[config.mk]
export PLATFORM = sky130hd
export DESIGN_NAME = formula_case_normalizer
export DESIGN_NICKNAME = d
export VERILOG_FILES = /design/src/sv/fcn_pkg.sv /design/src/sv/formula_case_normalizer.sv /design/src/sv/fcn_ram.sv /design/src/sv/fcn_case_unit.sv
export SDC_FILE = /design/constraint.sdc
export NUM_CORES = 1
export LEC_CHECK = 0
export BUFFER_PORTS_ARGS = -buffer_cell sky130_fd_sc_hd__buf_2
export CORE_UTILIZATION = 36
export CTS_BUF_LIST = sky130_fd_sc_hd__clkbuf_4
export DETAILED_ROUTE_END_ITERATION = 10
export GPL_ROUTABILITY_DRIVEN = 0
export PLACE_DENSITY = 0.61
export SYNTH_ARGS = -nofsm -noshare
export SYNTH_HDL_FRONTEND = slang
export SYNTH_HIERARCHICAL = 1
export SYNTH_SLANG_ARGS = --single-unit
[constraint.sdc]
create_clock -name clk -period 3.55 [get_ports clk]
set_clock_uncertainty 0.05 [all_clocks]
set_input_delay 0.355 -clock clk [delete_from_list [all_inputs] [get_ports clk]]
set_output_delay 0.355 -clock clk [all_outputs]
set_load 0.01 [all_outputs]
[src/sv/fcn_pkg.sv]
// Shared types, constants and helpers for the formula case normalizer.
// No dependencies; imported by the top level, the case unit and the checker.
`default_nettype none

package fcn_pkg;

    // Byte widths
    localparam int CHAR_W   = 8;
    localparam int LETTER_W = 7;

    // Default length of the kept part of a letter run
    localparam int MAX_RUN_DEF = 15;

    // Character codes
    localparam logic [CHAR_W-1:0] CH_NUL   = 8'd0;
    localparam logic [CHAR_W-1:0] CH_TAB   = 8'd9;
    localparam logic [CHAR_W-1:0] CH_SPACE = 8'd32;
    localparam logic [CHAR_W-1:0] CH_OPEN  = 8'd40;
    localparam logic [CHAR_W-1:0] CH_UP_A  = 8'd65;
    localparam logic [CHAR_W-1:0] CH_UP_Z  = 8'd90;
    localparam logic [CHAR_W-1:0] CH_LO_A  = 8'd97;
    localparam logic [CHAR_W-1:0] CH_LO_Z  = 8'd122;
    localparam logic [CHAR_W-1:0] CASE_OFS = 8'd32;

    // Sequencer states
    typedef enum logic [1:0] {
        S_IDLE,
        S_PROC,
        S_FLUSH,
        S_TAIL
    } fcn_state_t;

    function automatic logic is_letter(input logic [CHAR_W-1:0] c);
        is_letter = ((c >= CH_UP_A) && (c <= CH_UP_Z)) ||
                    ((c >= CH_LO_A) && (c <= CH_LO_Z));
    endfunction

endpackage

`default_nettype wire

[src/sv/formula_case_normalizer.sv]
// Results are registered onto m_axis from S_FLUSH or S_TAIL, after the item has left S_PROC.
// An item with no result goes from S_PROC back to S_IDLE; a passed character or terminator
// goes via S_TAIL; a run is flushed in S_FLUSH, one RAM read per cycle while m_axis is free.
// One item is in work at a time; s_axis_tready is high only while the sequencer is idle.
// Reset (rst_n, async, active low) clears the sequencer, count, gap flag and output valid;
// the letter buffer RAM is not cleared, entries are only read after being written.
`default_nettype none

module formula_case_normalizer
    import fcn_pkg::*;
#(
    parameter int MAX_RUN = MAX_RUN_DEF
) (
    input  wire logic              clk,
    input  wire logic              rst_n,
    // slave side
    input  wire logic              s_axis_tvalid,
    output logic                   s_axis_tready,
    input  wire logic [CHAR_W-1:0] s_axis_tdata,   // [7:0] in_char
    input  wire logic              s_axis_tlast,   // end_of_text
    // master side
    output logic                   m_axis_tvalid,
    input  wire logic              m_axis_tready,
    output logic      [CHAR_W-1:0] m_axis_tdata,   // [7:0] out_char
    output logic                   m_axis_tlast,   // last_of_item
    output logic                   m_axis_tuser    // [0] end_mark
);

    localparam int CNT_W  = $clog2(MAX_RUN + 1);
    localparam int ADDR_W = (MAX_RUN > 1) ? $clog2(MAX_RUN) : 1;

    fcn_state_t state_reg, state_next;

    logic [CNT_W-1:0]  count_reg, count_next;
    logic              gap_reg, gap_next;
    logic [ADDR_W-1:0] idx_reg, idx_next;
    logic [CHAR_W-1:0] char_reg, char_next;
    logic              endt_reg, endt_next;

    logic              m_valid_reg, m_valid_next;
    logic [CHAR_W-1:0] m_data_reg, m_data_next;
    logic              m_last_reg, m_last_next;
    logic              m_user_reg, m_user_next;

    logic                ram_we;
    logic [ADDR_W-1:0]   ram_waddr;
    logic [LETTER_W-1:0] ram_rdata;
    logic [CHAR_W-1:0]   conv_char;

    logic s_accept;
    logic out_free;
    logic run_open;
    logic blank;
    logic letter_case;
    logic lower;
    logic last_idx;
    logic out_load;

    // Decode of the held item
    assign s_accept    = s_axis_tvalid && s_axis_tready;
    assign out_free    = !m_valid_reg || m_axis_tready;
    assign run_open    = (count_reg != '0);
    assign blank       = (char_reg == CH_SPACE) || (char_reg == CH_TAB);
    assign letter_case = !endt_reg && is_letter(char_reg);
    assign lower       = !endt_reg && (char_reg == CH_OPEN);
    assign last_idx    = (CNT_W'(idx_reg) == (count_reg - CNT_W'(1)));

    // Letter buffer
    fcn_ram #(
        .WIDTH  (LETTER_W),
        .DEPTH  (MAX_RUN),
        .ADDR_W (ADDR_W)
    ) u_buf (
        .clk   (clk),
        .we    (ram_we),
        .waddr (ram_waddr),
        .wdata (char_reg[LETTER_W-1:0]),
        .raddr (idx_next),
        .rdata (ram_rdata)
    );

    // Case conversion of the letter being flushed
    fcn_case_unit u_case (
        .letter   (ram_rdata),
        .lower    (lower),
        .out_char (conv_char)
    );

    // Next state
    always_comb
    begin
        state_next = state_reg;
        unique case (state_reg)
            S_IDLE:
            begin
                if (s_accept)
                begin
                    state_next = S_PROC;
                end
            end
            S_PROC:
            begin
                if (endt_reg)
                begin
                    state_next = run_open ? S_FLUSH : S_TAIL;
                end
                else if (blank)
                begin
                    state_next = S_IDLE;
                end
                else if (letter_case)
                begin
                    state_next = (run_open && gap_reg) ? S_FLUSH : S_IDLE;
                end
                else
                begin
                    state_next = run_open ? S_FLUSH : S_TAIL;
                end
            end
            S_FLUSH:
            begin
                if (out_free && last_idx)
                begin
                    state_next = letter_case ? S_IDLE : S_TAIL;
                end
            end
            S_TAIL:
            begin
                if (out_free)
                begin
                    state_next = S_IDLE;
                end
            end
            default:
            begin
                state_next = S_IDLE;
            end
        endcase
    end

    // Datapath and outputs per state
    always_comb
    begin
        s_axis_tready = 1'b0;
        count_next    = count_reg;
        gap_next      = gap_reg;
        idx_next      = idx_reg;
        char_next     = char_reg;
        endt_next     = endt_reg;
        ram_we        = 1'b0;
        ram_waddr     = count_reg[ADDR_W-1:0];
        out_load      = 1'b0;
        m_data_next   = m_data_reg;
        m_last_next   = m_last_reg;
        m_user_next   = m_user_reg;

        unique case (state_reg)
            S_IDLE:
            begin
                s_axis_tready = 1'b1;
                if (s_accept)
                begin
                    char_next = s_axis_tdata;
                    endt_next = s_axis_tlast;
                end
            end
            S_PROC:
            begin
                idx_next = '0;
                if (!endt_reg)
                begin
                    if (blank)
                    begin
                        if (run_open)
                        begin
                            gap_next = 1'b1;
                        end
                    end
                    else if (letter_case)
                    begin
                        if (!run_open)
                        begin
                            // start a new run
                            ram_we     = 1'b1;
                            ram_waddr  = '0;
                            count_next = CNT_W'(1);
                            gap_next   = 1'b0;
                        end
                        else if (!gap_reg && (count_reg < CNT_W'(MAX_RUN)))
                        begin
                            // append; letters past the limit are dropped
                            ram_we     = 1'b1;
                            count_next = count_reg + CNT_W'(1);
                        end
                    end
                end
            end
            S_FLUSH:
            begin
                if (out_free)
                begin
                    out_load    = 1'b1;
                    m_data_next = conv_char;
                    m_last_next = last_idx && letter_case;
                    m_user_next = 1'b0;
                    if (last_idx)
                    begin
                        idx_next = '0;
                        gap_next = 1'b0;
                        if (letter_case)
                        begin
                            // letter after a gap opens the next run
                            ram_we     = 1'b1;
                            ram_waddr  = '0;
                            count_next = CNT_W'(1);
                        end
                        else
                        begin
                            count_next = '0;
                        end
                    end
                    else
                    begin
                        idx_next = idx_reg + ADDR_W'(1);
                    end
                end
            end
            S_TAIL:
            begin
                if (out_free)
                begin
                    out_load    = 1'b1;
                    m_data_next = endt_reg ? CH_NUL : char_reg;
                    m_last_next = 1'b1;
                    m_user_next = endt_reg;
                    if (endt_reg)
                    begin
                        count_next = '0;
                        gap_next   = 1'b0;
                    end
                end
            end
            default:
            begin
                s_axis_tready = 1'b0;
            end
        endcase

        m_valid_next = out_load ? 1'b1 : (m_axis_tready ? 1'b0 : m_valid_reg);
    end

    // Control registers
    always_ff @(posedge clk or negedge rst_n)
    begin
        if (!rst_n)
        begin
            state_reg   <= S_IDLE;
            count_reg   <= '0;
            gap_reg     <= 1'b0;
            idx_reg     <= '0;
            m_valid_reg <= 1'b0;
        end
        else
        begin
            state_reg   <= state_next;
            count_reg   <= count_next;
            gap_reg     <= gap_next;
            idx_reg     <= idx_next;
            m_valid_reg <= m_valid_next;
        end
    end

    // Payload registers
    always_ff @(posedge clk)
    begin
        char_reg   <= char_next;
        endt_reg   <= endt_next;
        m_data_reg <= m_data_next;
        m_last_reg <= m_last_next;
        m_user_reg <= m_user_next;
    end

    assign m_axis_tvalid = m_valid_reg;
    assign m_axis_tdata  = m_data_reg;
    assign m_axis_tlast  = m_last_reg;
    assign m_axis_tuser  = m_user_reg;

endmodule

`default_nettype wire

[src/sv/fcn_ram.sv]
// Generic single-write, single-read RAM with registered read data.
// Depends on nothing; used for the letter run buffer.
`default_nettype none

module fcn_ram #(
    parameter int WIDTH  = 7,
    parameter int DEPTH  = 15,
    parameter int ADDR_W = (DEPTH > 1) ? $clog2(DEPTH) : 1
) (
    input  wire logic              clk,
    input  wire logic              we,
    input  wire logic [ADDR_W-1:0] waddr,
    input  wire logic [WIDTH-1:0]  wdata,
    input  wire logic [ADDR_W-1:0] raddr,
    output logic      [WIDTH-1:0]  rdata
);

    logic [WIDTH-1:0] mem [DEPTH];

    // Write port
    always_ff @(posedge clk)
    begin
        if (we)
        begin
            mem[waddr] <= wdata;
        end
    end

    // Registered read port
    always_ff @(posedge clk)
    begin
        rdata <= mem[raddr];
    end

endmodule

`default_nettype wire

[src/sv/fcn_case_unit.sv]
// Case converter shared by every flushed letter: forces a buffered
// letter to lower or upper case. Depends on fcn_pkg.
`default_nettype none

module fcn_case_unit
    import fcn_pkg::*;
(
    input  wire logic [LETTER_W-1:0] letter,
    input  wire logic                lower,
    output logic      [CHAR_W-1:0]   out_char
);

    logic [CHAR_W-1:0] c;

    assign c = {1'b0, letter};

    // Shift by the ASCII case offset where the letter has the other case
    always_comb
    begin
        out_char = c;
        if (lower)
        begin
            if ((c >= CH_UP_A) && (c <= CH_UP_Z))
            begin
                out_char = c + CASE_OFS;
            end
        end
        else
        begin
            if ((c >= CH_LO_A) && (c <= CH_LO_Z))
            begin
                out_char = c - CASE_OFS;
            end
        end
    end

endmodule

`default_nettype wire

# == Yosys cells after proc, flatten, opt, wreduce, memory -nomap -nowiden ==
# Memory sizes are Yosys's and may differ from the RTL's. A register that Yosys moved wholly into a read port is not among the register bits.
# Cells that the tools add are included.
# word_totals
register_bits,31
latch_bits,0
ramBits,105
rom_bits,0
in_bits,13
output_inout_bits,12
wordCells,144
n_memories,1
# mem_list
memory,words,word_bits,read_ports,rd_clocked_by_memory_dff,write_ports,line_no,text
u_buf.mem,15,7,1,1,1,fcn_ram.sv:18,logic [WIDTH-1:0] mem [DEPTH];
# op_classes
add_sub_neg,5
n_mul,0
n_div,0
n_lt_le_gt_ge,9
n_eq_ne,20
n_shift,0
n_mux,71
n_bitwise,0
n_reduce_logical,28
# ops
cell,n
two-way mux 4 bit,18
two-way mux 8 bit,6
two-way mux 1 bit,30
"!= test 2 bit, second input constant",9
AND reduction 9 bit,2
"equality test 8 x 6 -> 1 bit, second input constant",2
"greater-or-equal comparator 8 x 7 -> 1 bit, second input constant",2
"<= comparator 8 x 7 -> 1 bit, second input constant",2
two-way mux 2 bit,8
one-hot mux 4 bit (2 select lines),2
one-hot mux 8 bit (2 select lines),1
"greater-or-equal comparator 7 bit, second input constant",2
"<= comparator 7 bit, second input constant",2
"!= test 3 bit, second input constant",4
one-hot mux 4 bit (3 select lines),1
logical AND 1 bit,11
"adder 4 x 1 -> 4 bit, second input constant",2
"adder 7 x 6 -> 8 bit, second input constant",1
"equality test 8 x 4 -> 1 bit, second input constant",1
one-hot mux 2 bit (4 select lines),1
"subtractor 7 x 6 -> 8 bit, second input constant",1
one-hot mux 1 bit (2 select lines),3
AND reduction 3 bit,2
"equality test 2 bit, second input constant",2
13 further kinds,18

# == Logic depth before layout (Yosys ltp) ==
# Gate-level depths: netlist (run 1).
# logic_depth
ltp_word,10
depth_mapped,13
mapped_depth_nobuf,10

# == Cells and area by module ==
# The synthesis (run 1) kept the hierarchy.
# modules_own_cells
module,instances,cells_per_inst,area_each_um2,seq_area_each_um2
fcn_ram,1,207,4296.6,3293.2
formula_case_normalizer,1,190,1943.1,870.8
fcn_case_unit,1,33,259.0,0.0

# == Worst setup path after synthesis (run 1) ==
# Ideal clock, no wire load.
# synth_path
path_type,reg2reg
startpoint,reg count_reg[0]
endpoint,mem u_buf.mem[0][0] (enable)
setup_ps,380
arrival_ps,3100
required_time_ps,3120
setup_slack_ps,20
stages_incl_launch_ff,10
n_path_buf,0
period_less_slack_ps,3530
cell_sequence,dfrtp_1 -> inv_1 -> ha_1 -> xor3_2 -> nor3_2 -> nand3_1 -> o32a_1 -> nor3b_1 -> or3b_2 -> nor3_1
# synth_between
elab_chain_len,10
elab_cells_between_ends,23
# synth_rtl
element,line_no,text
start: declaration,formula_case_normalizer.sv:34,"logic [CNT_W-1:0] count_reg, count_next;"
start signal: assignment,formula_case_normalizer.sv:266,count_reg <= count_next;
less-than comparator 4 bit,formula_case_normalizer.sv:189,else if (!gap_reg && (count_reg < CNT_W'(MAX_RUN)))
logical AND 1 bit,formula_case_normalizer.sv:189,
two-way mux 1 bit,formula_case_normalizer.sv:189,
two-way mux 1 bit,formula_case_normalizer.sv:181,if (!run_open)
two-way mux 1 bit,formula_case_normalizer.sv:179,else if (letter_case)
two-way mux 1 bit,formula_case_normalizer.sv:172,if (blank)
two-way mux 1 bit,formula_case_normalizer.sv:170,if (!endt_reg)
one-hot mux 1 bit (2 select lines) *,formula_case_normalizer.sv:157,unique case (state_reg)
named net ram_we,formula_case_normalizer.sv:45,logic ram_we;
two-way mux 1 bit *,fcn_ram.sv:23,if (we)
two-way mux 1 bit (not written as such) *,fcn_ram.sv:25,mem[waddr] <= wdata;
end: declaration,fcn_ram.sv:18,
# Mark *: on every way through the listed nets, which the timed path passes. The rest lies on a longest branch.

# == Final worst setup path (run 1) ==
# layout_path
startpoint,reg count_reg[1]
endpoint,reg u_buf.rdata[6] (read register of u_buf.mem)
# layout_between
elab_chain_len,5
# layout_rtl
element,line_no,text
subtractor 4 x 1 -> 4 bit,formula_case_normalizer.sv:66,assign last_idx = (CNT_W'(idx_reg) == (count_reg - CNT_W'(1)));
equality test 4 bit,formula_case_normalizer.sv:66,
two-way mux 4 bit,formula_case_normalizer.sv:206,if (last_idx)
two-way mux 4 bit,formula_case_normalizer.sv:200,if (out_free)
one-hot mux 4 bit (2 select lines),formula_case_normalizer.sv:157,
named net idx_next[0],formula_case_normalizer.sv:36,"logic [ADDR_W-1:0] idx_reg, idx_next;"
end: declaration,fcn_ram.sv:15,output logic [WIDTH-1:0] rdata
# The timed path passes the listed nets, and every way through them passes these cells.
# A chain may end at the register's enable or synchronous reset.

==> out/results.tsv, run 1 <==
stage	metric	value	unit
finish	max reg flops	105	
global_routing	number of global-route vias before repair	3877	
logic_synthesis	ys async rst share	0.0839	
die	cell row count	48	
setup_path	Worst setup SP type	flip-flop	
logic_synthesis	Synth cell types	74	
setup_path	Critical Path Source	count_reg[1]	
logic_synthesis	Post-synth EDFFs	124	
die	core area	17500	um2
place	placed instance count	692	
routing	drt total wl	14.0	mm
logic_synthesis	Synth Flop Type	edfxtp_1	
finish	filler cell count	1551	
cts	Root Buffer	clkbuf_4	
global_routing	All-Layer GR Usage	0.163	
setup_path	Critical R2R Launch	count_reg[1]	
outcome	outcome	finished, final reports clean	
finish	non-filler cells, final	734	
finish	multi-input combinational cell area	2140	um2
finish	Inserted Diodes	0	
cts	# Post-CTS Setup Buffers	0	
cts	Clock Path Buffers	2	
logic_synthesis	syn_nets	453	
sta	Hold Violations, Final	0	
finish	layout cells sized above 1	0.236	
sta	slew margin rel.	0.470	
routing	Vias per Instance	5.39	
setup_path	worst flop-to-flop path endpoint	u_buf/rdata[6]	
routing	Final ANT Viol Nets	0	
cts	clk_lat worst skew	0.56	ns
setup_path	WP data required	3.94	ns
setup_path	worst reg2reg path depth	11	
setup_path	Crit. End Element	flip-flop	
cts	CTS H-tree lvls	4	
routing	via count	3953	
logic_synthesis	number of synthesized register bits	143	
hold_path	Min-Delay Path Class	primary input to flip-flop	
finish	area grow syn2layout	14.0	%
logic_synthesis	largest area contributor in the netlist	edfxtp_1	
logic_synthesis	warnings from Yosys	6	
die	Initial Util	0.372	
finish	Post-layout nets	519	
setup_path	Crit path arrival time	3.79	ns
power_and_ir_drop	maximum vdd drop	0.000430	V
power_and_ir_drop	Power Dens Cells	683	nW/um2
cts	TritonCTS clock tree	built	
logic_synthesis	Syn Inst Count	430	
sta	Max Slew Vio Count	0	
logic_synthesis	mean post-synth cell area	15.1	um2
power_and_ir_drop	Tot Pwr	5.06	mW
power_and_ir_drop	leakage power	2.53	nW
setup_path	end of the critical path	u_buf/rdata[6]	
finish	Seq. cell area	4160	um2
sta	Tcrit/Tclk final	0.957	
setup_path	R2R setup slack	0.15	ns
setup_path	crit path kind	flip-flop to flip-flop	
sta	clock period minus worst slack	3.40	ns
job	Max Cap Viol	0	
sta	Max Fclk	0.294	GHz
cts	Num CTS Buffers	17	
die	die height	136	um
logic_synthesis	Synth top area share	0.573	
cts	clock sinks	143	
global_routing	first-pass GRT wire length	21.8	mm
die	Die Wd	136	um
place	Setup Slack @ Placement	0.0730	ns
place	buffers added on ports	24	
routing	DRC viols	0	
logic_synthesis	most area-consuming cells after synthesis	edfxtp_1 57%, mux4_1 4.9%, dfrtp_1 4.6%, mux4_2 3.1%, dfxtp_1 2.2%	
die	# IOs	25	
routing	drt pass-1 iters	7	
setup_path	largest fanout on the critical path	29	
place	DP Wirelength	9.68	mm
routing	drt first-iter violations	325	
sta	slew of the pin with the lowest slew margin	0.795	ns
logic_synthesis	post-synthesis sequential area ratio	0.641	
global_routing	initial antenna violation count	0	
die	die area	18600	um2
global_routing	largest net degree at the start of global routing	33	
sta	Final setup viols	0	
global_routing	Remaining Overflow, GRT	0	
cts	Worst-path clk slew	0.12	ns
routing	WL per Instance	19.1	um
sta	PnR worst setup slack	0.154	ns
logic_synthesis	Post-Synthesis Cell Area	6500	um2
==> cell usage in the layout, fill, tap and decap left out, types with 3 or more instances in the layout <==
cell type	n
edfxtp_1	124
buf_4	32
buf_2	24
inv_1	23
nor2_1	21
o21ai_0	18
clkbuf_4	17
nand2_1	15
nand2b_1	13
dfrtp_1	12
mux4_1	12
nand3b_1	11
a31oi_1	10
ha_1	10
dlygate4sd3_1	10
nor3_1	9
nand3_1	9
a21oi_1	9
mux4_2	9
nor2b_1	7
dfxtp_1	7
o211ai_1	6
mux2i_1	6
a22o_1	6
clkinvlp_4	5
a221o_1	5
or2_2	4
inv_6	4
xnor2_1	3
or3_1	3
and2_1	3
o22ai_1	3
==> metrics by stage <==
| step | TNS, ns | cell area [um2] | hold slack (ns) | utilization |
|---|---|---|---|---|
| 2_1_floorplan | 0 | 6500 | 0.00941 | - |
| 3_3_place_gp | 0 | 7060 | 0.219 | 0.404 |
| 3_5_place_dp | 0 | 7060 | 0.219 | 0.404 |
| 4_1_cts | 0 | 7400 | 0.0460 | 0.423 |
| 5_1_grt | -0.00308 | 7410 | 0.0490 | 0.424 |
| 6_report | 0 | 7410 | 0.0730 | 0.424 |
==> logic make-up after synthesis <==
| family | share of synthesized area |
|---|---|
| adder cells (fa/ha/maj) | 0.0193 |
| AND/OR/NAND/NOR | 0.103 |
| multiplexers | 0.0947 |
| flip-flops | 0.641 |
| XOR/XNOR | 0.0117 |
| AO/OA/AOI/OAI | 0.0955 |
| buffers and inverters | 0.0347 |
==> per-layer routing <==
layer	routed length [um]	share of wire	GRT usage	vias up
li1	-	-	-	1828
met1	6590	0.47	0.225	1967
met2	6400	0.46	0.247	139
met3	809	0.058	0.0377	19
met4	221	0.016	0.0691	0
met5	0	0	0	-
==> critical path: stages (launching register included) <==
cell and delay [ns]:
dfrtp_1 0.42, inv_1 0.09, ha_1 0.31, xnor2_1 0.31
nor3_4 0.10, nand2_1 0.12, nand3_1 0.23, o31ai_4 0.27
buf_12 0.28, mux4_1 0.61, a22o_1 0.21, a221o_1 0.29
==> power breakdown <==
group | switching (mW) | internal, mW | leakage [nW] | total [mW]
Sequential | 0.155 | 2.08 | 1.33 | 2.23
Combinational | 1.10 | 0.821 | 1.07 | 1.92
Clock | 0.621 | 0.281 | 0.118 | 0.902
==> worst min path at each step <==
stage / start / to / cells after the start
2_1_floorplan: rst_n / count_reg[0] / 0
3_3_place_gp: rst_n / state_reg[0] / 1
3_5_place_dp: rst_n / state_reg[1] / 1
4_1_cts: m_axis_tready / m_axis_tvalid / 3
5_1_grt: m_axis_tready / m_axis_tvalid / 3
6_report: m_axis_tready / m_axis_tvalid / 3
==> timing repair <==
action | CTS | global route
resized for setup | 0 | 2
setup endpoints to repair | 0 | 28
hold endpoints to repair | 21 | 0
hold buffers | 10 | 0
==> cell type report <==
type / count / area share
Timing Repair Buffer: 68 / 0.0676
Clock inverter: 15 / 0.0149
Multi-Input combinational cell: 243 / 0.289
Inverter: 23 / 0.0117
Sequential cell: 143 / 0.562
Tap cell: 225 / 0.0380
Clock buffer: 17 / 0.0172
==> synth_stat cells (all sizes together), types with 2 or more instances <==
| cell type | count |
|---|---|
| edfxtp | 124 |
| inv | 23 |
| mux4 | 21 |
| nor2 | 21 |
| o21ai | 21 |
| nand2 | 15 |
| nand2b | 13 |
| buf | 12 |
| dfrtp | 12 |
| nand3b | 11 |
| nor3 | 11 |
| a31oi | 10 |
| ha | 10 |
| a21oi | 9 |
| clkbuf | 9 |
| nand3 | 9 |
| dfxtp | 7 |
| nor2b | 7 |
| a22o | 6 |
| mux2i | 6 |
| o211ai | 6 |
| a221o | 5 |
| or2 | 4 |
| xnor2 | 4 |
| a211oi | 3 |
| and2 | 3 |
| mux2 | 3 |
| o221ai | 3 |
| o22ai | 3 |
| or3 | 3 |
| or3b | 3 |
| a2111oi | 2 |
| a21boi | 2 |
| and3 | 2 |
| and4 | 2 |
| o31ai | 2 |
| o41ai | 2 |
(Power assumes the default switching activity.)
==> inputs of run 2 (changes only) <==
--- a/config.mk
+++ b/config.mk
@@ -6,11 +6,13 @@
 export NUM_CORES = 1
 export LEC_CHECK = 0
 export BUFFER_PORTS_ARGS = -buffer_cell sky130_fd_sc_hd__buf_2
-export CORE_UTILIZATION = 36
+export CAP_MARGIN = 20
+export CORE_UTILIZATION = 40
 export CTS_BUF_LIST = sky130_fd_sc_hd__clkbuf_4
 export DETAILED_ROUTE_END_ITERATION = 10
 export GPL_ROUTABILITY_DRIVEN = 0
-export PLACE_DENSITY = 0.61
+export MAX_ROUTING_LAYER = met4
+export PLACE_DENSITY = 0.66
 export SYNTH_ARGS = -nofsm -noshare
 export SYNTH_HDL_FRONTEND = slang
 export SYNTH_HIERARCHICAL = 1
==> run 2 against run 1 <==
  * Fmax shrank 1.5%
  * Setup slack lost 0.052 ns
  * Utilization increased by 4.4 points
  * Combinational power barely moved
  * First-iteration DRC count increased by 7.4%
  * Sequential cell count is the same
  * Global-route usage is 2.3 points higher
  * Non-clock buffer count increased by 2
  * Via count rose by 0.96%
  * Final area increased by 0.27%
  * Register-to-register slack worse by 0.05 ns
==> out/results.tsv, run 2 (synthesis results as in run 1) <==
stage	metric	value	unit
finish	area grow syn2layout	14.3	%
cts	# Post-CTS Setup Buffers	0	
setup_path	Crit path arrival time	3.65	ns
global_routing	initial antenna violation count	1	
finish	filler cell count	1413	
hold_path	Hold Path Depth	3	
sta	Max Slew Vio Count	0	
routing	DRC viols	0	
sta	Hold Violations, Final	0	
global_routing	number of global-route vias before repair	3888	
die	die height	129	um
setup_path	CP Buf/Inv Count	2	
setup_path	Crit. End Element	flip-flop	
setup_path	worst reg2reg path depth	10	
finish	layout cells sized above 1	0.239	
die	Initial Util	0.409	
finish	commonest non-fill, non-tap cell in the layout	edfxtp_1	
sta	Tcrit/Tclk final	0.971	
finish	max reg flops	105	
global_routing	largest net degree at the start of global routing	30	
hold_path	Hold Path End	m_axis_tvalid	
setup_path	crit path kind	flip-flop to flip-flop	
sta	Final setup viols	0	
job	Max Cap Viol	0	
setup_path	crit-path max cell delay	0.55	ns
routing	Final ANT Viol Nets	0	
cts	TritonCTS clock tree	built	
die	die area	16800	um2
place	DP Wirelength	9.64	mm
sta	slew margin rel.	0.468	
finish	Seq. cell area	4160	um2
power_and_ir_drop	Power Dens Cells	693	nW/um2
hold_path	Min-Delay Path Class	primary input to flip-flop	
setup_path	R2R setup slack	0.10	ns
cts	Root Buffer	clkbuf_4	
sta	RSZ-0062 raised after global routing	no	
cts	clock sinks	143	
cts	Clock Path Buffers	2	
setup_path	worst flop-to-flop path endpoint	u_buf/mem[0][2]	
hold_path	HP Start	m_axis_tready	
place	buffers added on ports	24	
die	Die Wd	129	um
setup_path	Worst setup SP type	flip-flop	
cts	CTS H-tree lvls	4	
setup_path	CP max stage cell	or3b_2	
finish	Post-layout nets	521	
setup_path	largest fanout on the critical path	7	
routing	drt first-iter violations	349	
routing	via count	3991	
routing	drt total wl	14.0	mm
global_routing	Remaining Overflow, GRT	0	
die	# IOs	25	
routing	Vias per Instance	5.48	
sta	clock period minus worst slack	3.45	ns
routing	WL per Instance	19.2	um
sta	Max Fclk	0.290	GHz
cts	Worst-path clk slew	0.12	ns
finish	commonest non-fill, non-tap cells in the layout	124 x edfxtp_1, 35 x buf_4, 24 x buf_2, 23 x inv_1	
setup_path	Critical R2R Launch	count_reg[1]	
finish	multi-input combinational cell area	2130	um2
power_and_ir_drop	maximum vdd drop	0.000278	V
setup_path	CP Cell Sequence	inv_1, ha_1, xor3_2, nor3_2, nand3_1, o21ai_1, a31oi_1, or3b_2, nor3_1, buf_4	
global_routing	first-pass GRT wire length	21.9	mm
setup_path	WP data required	3.75	ns
die	cell row count	46	
routing	drt pass-1 iters	5	
sta	Total Neg Setup Slack	0	ns
die	core area	15900	um2
power_and_ir_drop	Tot Pwr	5.15	mW
cts	Num CTS Buffers	17	
sta	slew of the pin with the lowest slew margin	0.794	ns
power_and_ir_drop	leakage power	2.55	nW
cts	clk_lat worst skew	0.54	ns
outcome	outcome	finished, final reports clean	
global_routing	All-Layer GR Usage	0.186	
setup_path	Crit path max-delay family	simple AND/OR/NAND/NOR gates	
==> run 2: cell count changes in the layout (fill, tap and decap cells not counted), sizes merged <==
cell,delta
buf,+2
clkinvlp,-1
inv,-4
clkbuf,+4
diode,+1
bufinv,+2
clkinv,-1
==> run 2: worst max-delay path by stage <==
stage                  from         endpoint  slack, ns  depth (start not counted)
4_1_cts        count_reg[1]   u_buf/rdata[5]       0.16                         11
6_report       count_reg[1]  u_buf/mem[0][2]       0.10                         10
5_1_grt        count_reg[1]   u_buf/rdata[5]      0.006                         11
3_5_place_dp   count_reg[1]   u_buf/rdata[5]       0.19                         11
2_1_floorplan  count_reg[0]  u_buf/mem[0][0]       0.02                          9
3_3_place_gp   count_reg[1]   u_buf/rdata[5]       0.29                         11
==> run 2: layer usage <==
layer	track usage	vias to the layer above	share of wire
met4	0.0670	0	0.016
met5	-	-	0
met2	0.288	138	0.48
li1	-	1830	-
met1	0.237	2004	0.44
met3	0.0495	19	0.062
==> run 2: what timing repair did <==
action / CTS / global route
endpoints found under the hold margin: 21 / 0
hold buffers: 10 / 0
resized for setup: 0 / 0
==> run 2: report_power, final <==
| group | switching [mW] | total [mW] | leakage (nW) | internal (mW) |
|---|---|---|---|---|
| logic | 1.09 | 1.90 | 1.08 | 0.807 |
| registers | 0.154 | 2.23 | 1.33 | 2.08 |
| clock network | 0.567 | 1.01 | 0.143 | 0.444 |
| total | 1.82 | 5.15 | 2.55 | 3.33 |
==> run 2: through the flow <==
| stage | utilization | worst slack [ns] | hold slack (ns) | cells | area, um2 |
|---|---|---|---|---|---|
| 2_1_floorplan | - | 0.0198 | 0.00941 | 430 | 6500 |
| 3_3_place_gp | 0.444 | 0.294 | 0.202 | 685 | 7050 |
| 3_5_place_dp | 0.444 | 0.193 | 0.210 | 685 | 7050 |
| 4_1_cts | 0.467 | 0.160 | 0.0564 | 727 | 7430 |
| 5_1_grt | 0.468 | 0.00617 | 0.0876 | 728 | 7430 |
| 6_report | 0.468 | 0.102 | 0.118 | 728 | 7430 |
==> run 2: area by class of cell <==
type                    count  area share
clock buffers              21      0.0212
multi-input cells         243       0.286
repair buffers             70      0.0677
inverters                  23      0.0116
flip-flops and latches    143       0.561
diodes                      1    0.000337
clock inverters            11      0.0158
well taps                 216      0.0364
==> run 2: worst register-to-register path, cell delays in order, from the launching register on <==
cell,delay (ns)
dfrtp_1,0.43
inv_1,0.10
ha_1,0.23
xor3_2,0.43
nor3_2,0.38
nand3_1,0.19
o21ai_1,0.29
a31oi_1,0.18
or3b_2,0.55
nor3_1,0.15
buf_4,0.19
==> inputs of run 3 (changes only) <==
==> constraint.sdc (replaced) <==
create_clock -name clk -period 3.55 [get_ports clk]
set_clock_uncertainty 0.05 [all_clocks]
set_input_delay 0.1775 -clock clk [delete_from_list [all_inputs] [get_ports clk]]
set_output_delay 0.1775 -clock clk [all_outputs]
set_load 0.01 [all_outputs]
==> run 3 against run 2 <==
  * Sequential power barely moved
  * Combinational power barely moved
  * Final area up 0.10%
  * First-iteration DRC count down 25%
  * Wire length decreased by 1.8%
  * Largest power group unchanged
  * Fmax grew 2.8%
  * Cell count rose by 0.14%
  * Clock power shrank 7%
==> out/results.tsv, run 3 (synthesis results as in run 1) <==
stage	metric	value	unit
cts	Num CTS Buffers	17	
finish	max reg flops	105	
setup_path	Crit. End Element	flip-flop	
setup_path	worst flop-to-flop path endpoint	u_buf/rdata[5]	
setup_path	WP data required	3.93	ns
power_and_ir_drop	Power Dens Cells	685	nW/um2
sta	Hold Violations, Final	0	
routing	met3 WL	880	um
setup_path	Worst setup SP type	flip-flop	
cts	Clock Path Buffers	2	
die	die area	16800	um2
power_and_ir_drop	maximum vdd drop	0.000323	V
routing	WL per Instance	18.9	um
place	buffers added on ports	24	
cts	clock sinks	143	
sta	Final setup viols	0	
setup_path	R2R setup slack	0.20	ns
sta	Max Fclk	0.298	GHz
finish	layout cells sized above 1	0.238	
place	DP Wirelength	9.51	mm
die	Initial Util	0.409	
routing	WL met2	6.62	mm
sta	clock period minus worst slack	3.35	ns
finish	commonest non-fill, non-tap cells in the layout	124 x edfxtp_1, 34 x buf_4, 24 x buf_2, 23 x inv_1, 21 x nor2_1	
sta	RSZ-0062 raised after global routing	no	
routing	drt total wl	13.7	mm
routing	met1 WL	6.01	mm
die	cell row count	46	
power_and_ir_drop	leakage power	2.56	nW
global_routing	Remaining Overflow, GRT	0	
cts	clk_lat worst skew	0.53	ns
global_routing	first-pass GRT wire length	21.3	mm
finish	multi-input combinational cell area	2140	um2
hold_path	HP Start	s_axis_tvalid	
routing	Vias per Instance	5.43	
routing	via count	3962	
global_routing	largest net degree at the start of global routing	30	
die	# IOs	25	
routing	drt pass-1 iters	4	
setup_path	Crit path arrival time	3.74	ns
setup_path	largest fanout on the critical path	29	
cts	TritonCTS clock tree	built	
routing	drt first-iter violations	262	
setup_path	Critical Path Source	count_reg[1]	
setup_path	worst reg2reg path depth	11	
sta	slew margin rel.	0.488	
finish	commonest non-fill, non-tap cell in the layout	edfxtp_1	
cts	# Post-CTS Setup Buffers	0	
sta	Total Neg Setup Slack	0	ns
global_routing	number of global-route vias before repair	3828	
die	Die Wd	129	um
finish	area grow syn2layout	14.4	%
die	core area	15900	um2
setup_path	crit path kind	flip-flop to flip-flop	
sta	Tcrit/Tclk final	0.945	
finish	Post-layout nets	522	
setup_path	Critical R2R Launch	count_reg[1]	
outcome	outcome	finished, final reports clean	
cts	CTS H-tree lvls	4	
hold_path	Min-Delay Path Class	primary input to flip-flop	
global_routing	initial antenna violation count	1	
sta	slew of the pin with the lowest slew margin	0.764	ns
global_routing	All-Layer GR Usage	0.184	
routing	Final ANT Viol Nets	0	
cts	Root Buffer	clkbuf_4	
finish	post-layout util	0.468	
cts	Worst-path clk slew	0.12	ns
routing	Top Layer Used	met4	
setup_path	end of the critical path	u_buf/rdata[5]	
die	die height	129	um
routing	DRC viols	0	
sta	Max Slew Vio Count	0	
finish	filler cell count	1430	
finish	Seq. cell area	4160	um2
job	Max Cap Viol	0	
## run 3: how the worst min path moves through the flow
stage / cells after the start / endpoint
5_1_grt: 4 / state_reg[0]
6_report: 4 / state_reg[1]
2_1_floorplan: 0 / count_reg[0]
3_5_place_dp: 1 / state_reg[1]
4_1_cts: 4 / state_reg[1]
3_3_place_gp: 1 / state_reg[1]
## run 3: power breakdown
| part | internal [mW] | switching [mW] | total [mW] |
|---|---|---|---|
| sequential | 2.08 | 0.158 | 2.24 |
| combinational | 0.817 | 1.10 | 1.92 |
| clock | 0.366 | 0.577 | 0.943 |
| total | 3.26 | 1.83 | 5.10 |
## run 3: cell type report
class / count / area share
clock inverter: 13 / 0.0153
timing repair buffer: 71 / 0.0693
sequential: 143 / 0.560
inverter: 23 / 0.0116
tap: 216 / 0.0363
multi-input combinational: 243 / 0.288
clock buffer: 19 / 0.0192
antenna: 1 / 0.000337
## run 3: routing by layer
| layer | track usage | up-vias |
|---|---|---|
| met5 | - | - |
| met4 | 0.0821 | 0 |
| met3 | 0.0450 | 23 |
| met2 | 0.282 | 133 |
| met1 | 0.231 | 1970 |
| li1 | - | 1836 |
## run 3: timing repair
| item | CTS | global route |
|---|---|---|
| hold buffers | 12 | 0 |
| gates resized for setup | 0 | 2 |
| hold endpoints to repair | 22 | 0 |
| setup endpoints to repair | 0 | 7 |
## run 3: metrics by stage
step	hold slack [ns]	std cells	power, mW	setup slack [ns]	instance area, um2
finish	0.144	729	5.10	0.196	7440
global route	0.126	729	5.37	0.0192	7440
CTS	0.0692	728	5.09	0.178	7420
detailed placement	0.0310	684	4.14	0.229	7040
global placement	0.0248	684	4.08	0.276	7040
floorplan	-0.168	430	3.63	0.0198	6500
## run 3: worst max-delay path, stage by stage (launching register included)
cell	delay, ns
dfrtp_1	0.42
inv_1	0.10
ha_1	0.22
xor3_2	0.37
nor3_4	0.07
nand2_1	0.10
nand3_1	0.22
o31ai_4	0.28
buf_12	0.27
mux4_1	0.60
a22o_1	0.26
a221o_1	0.27
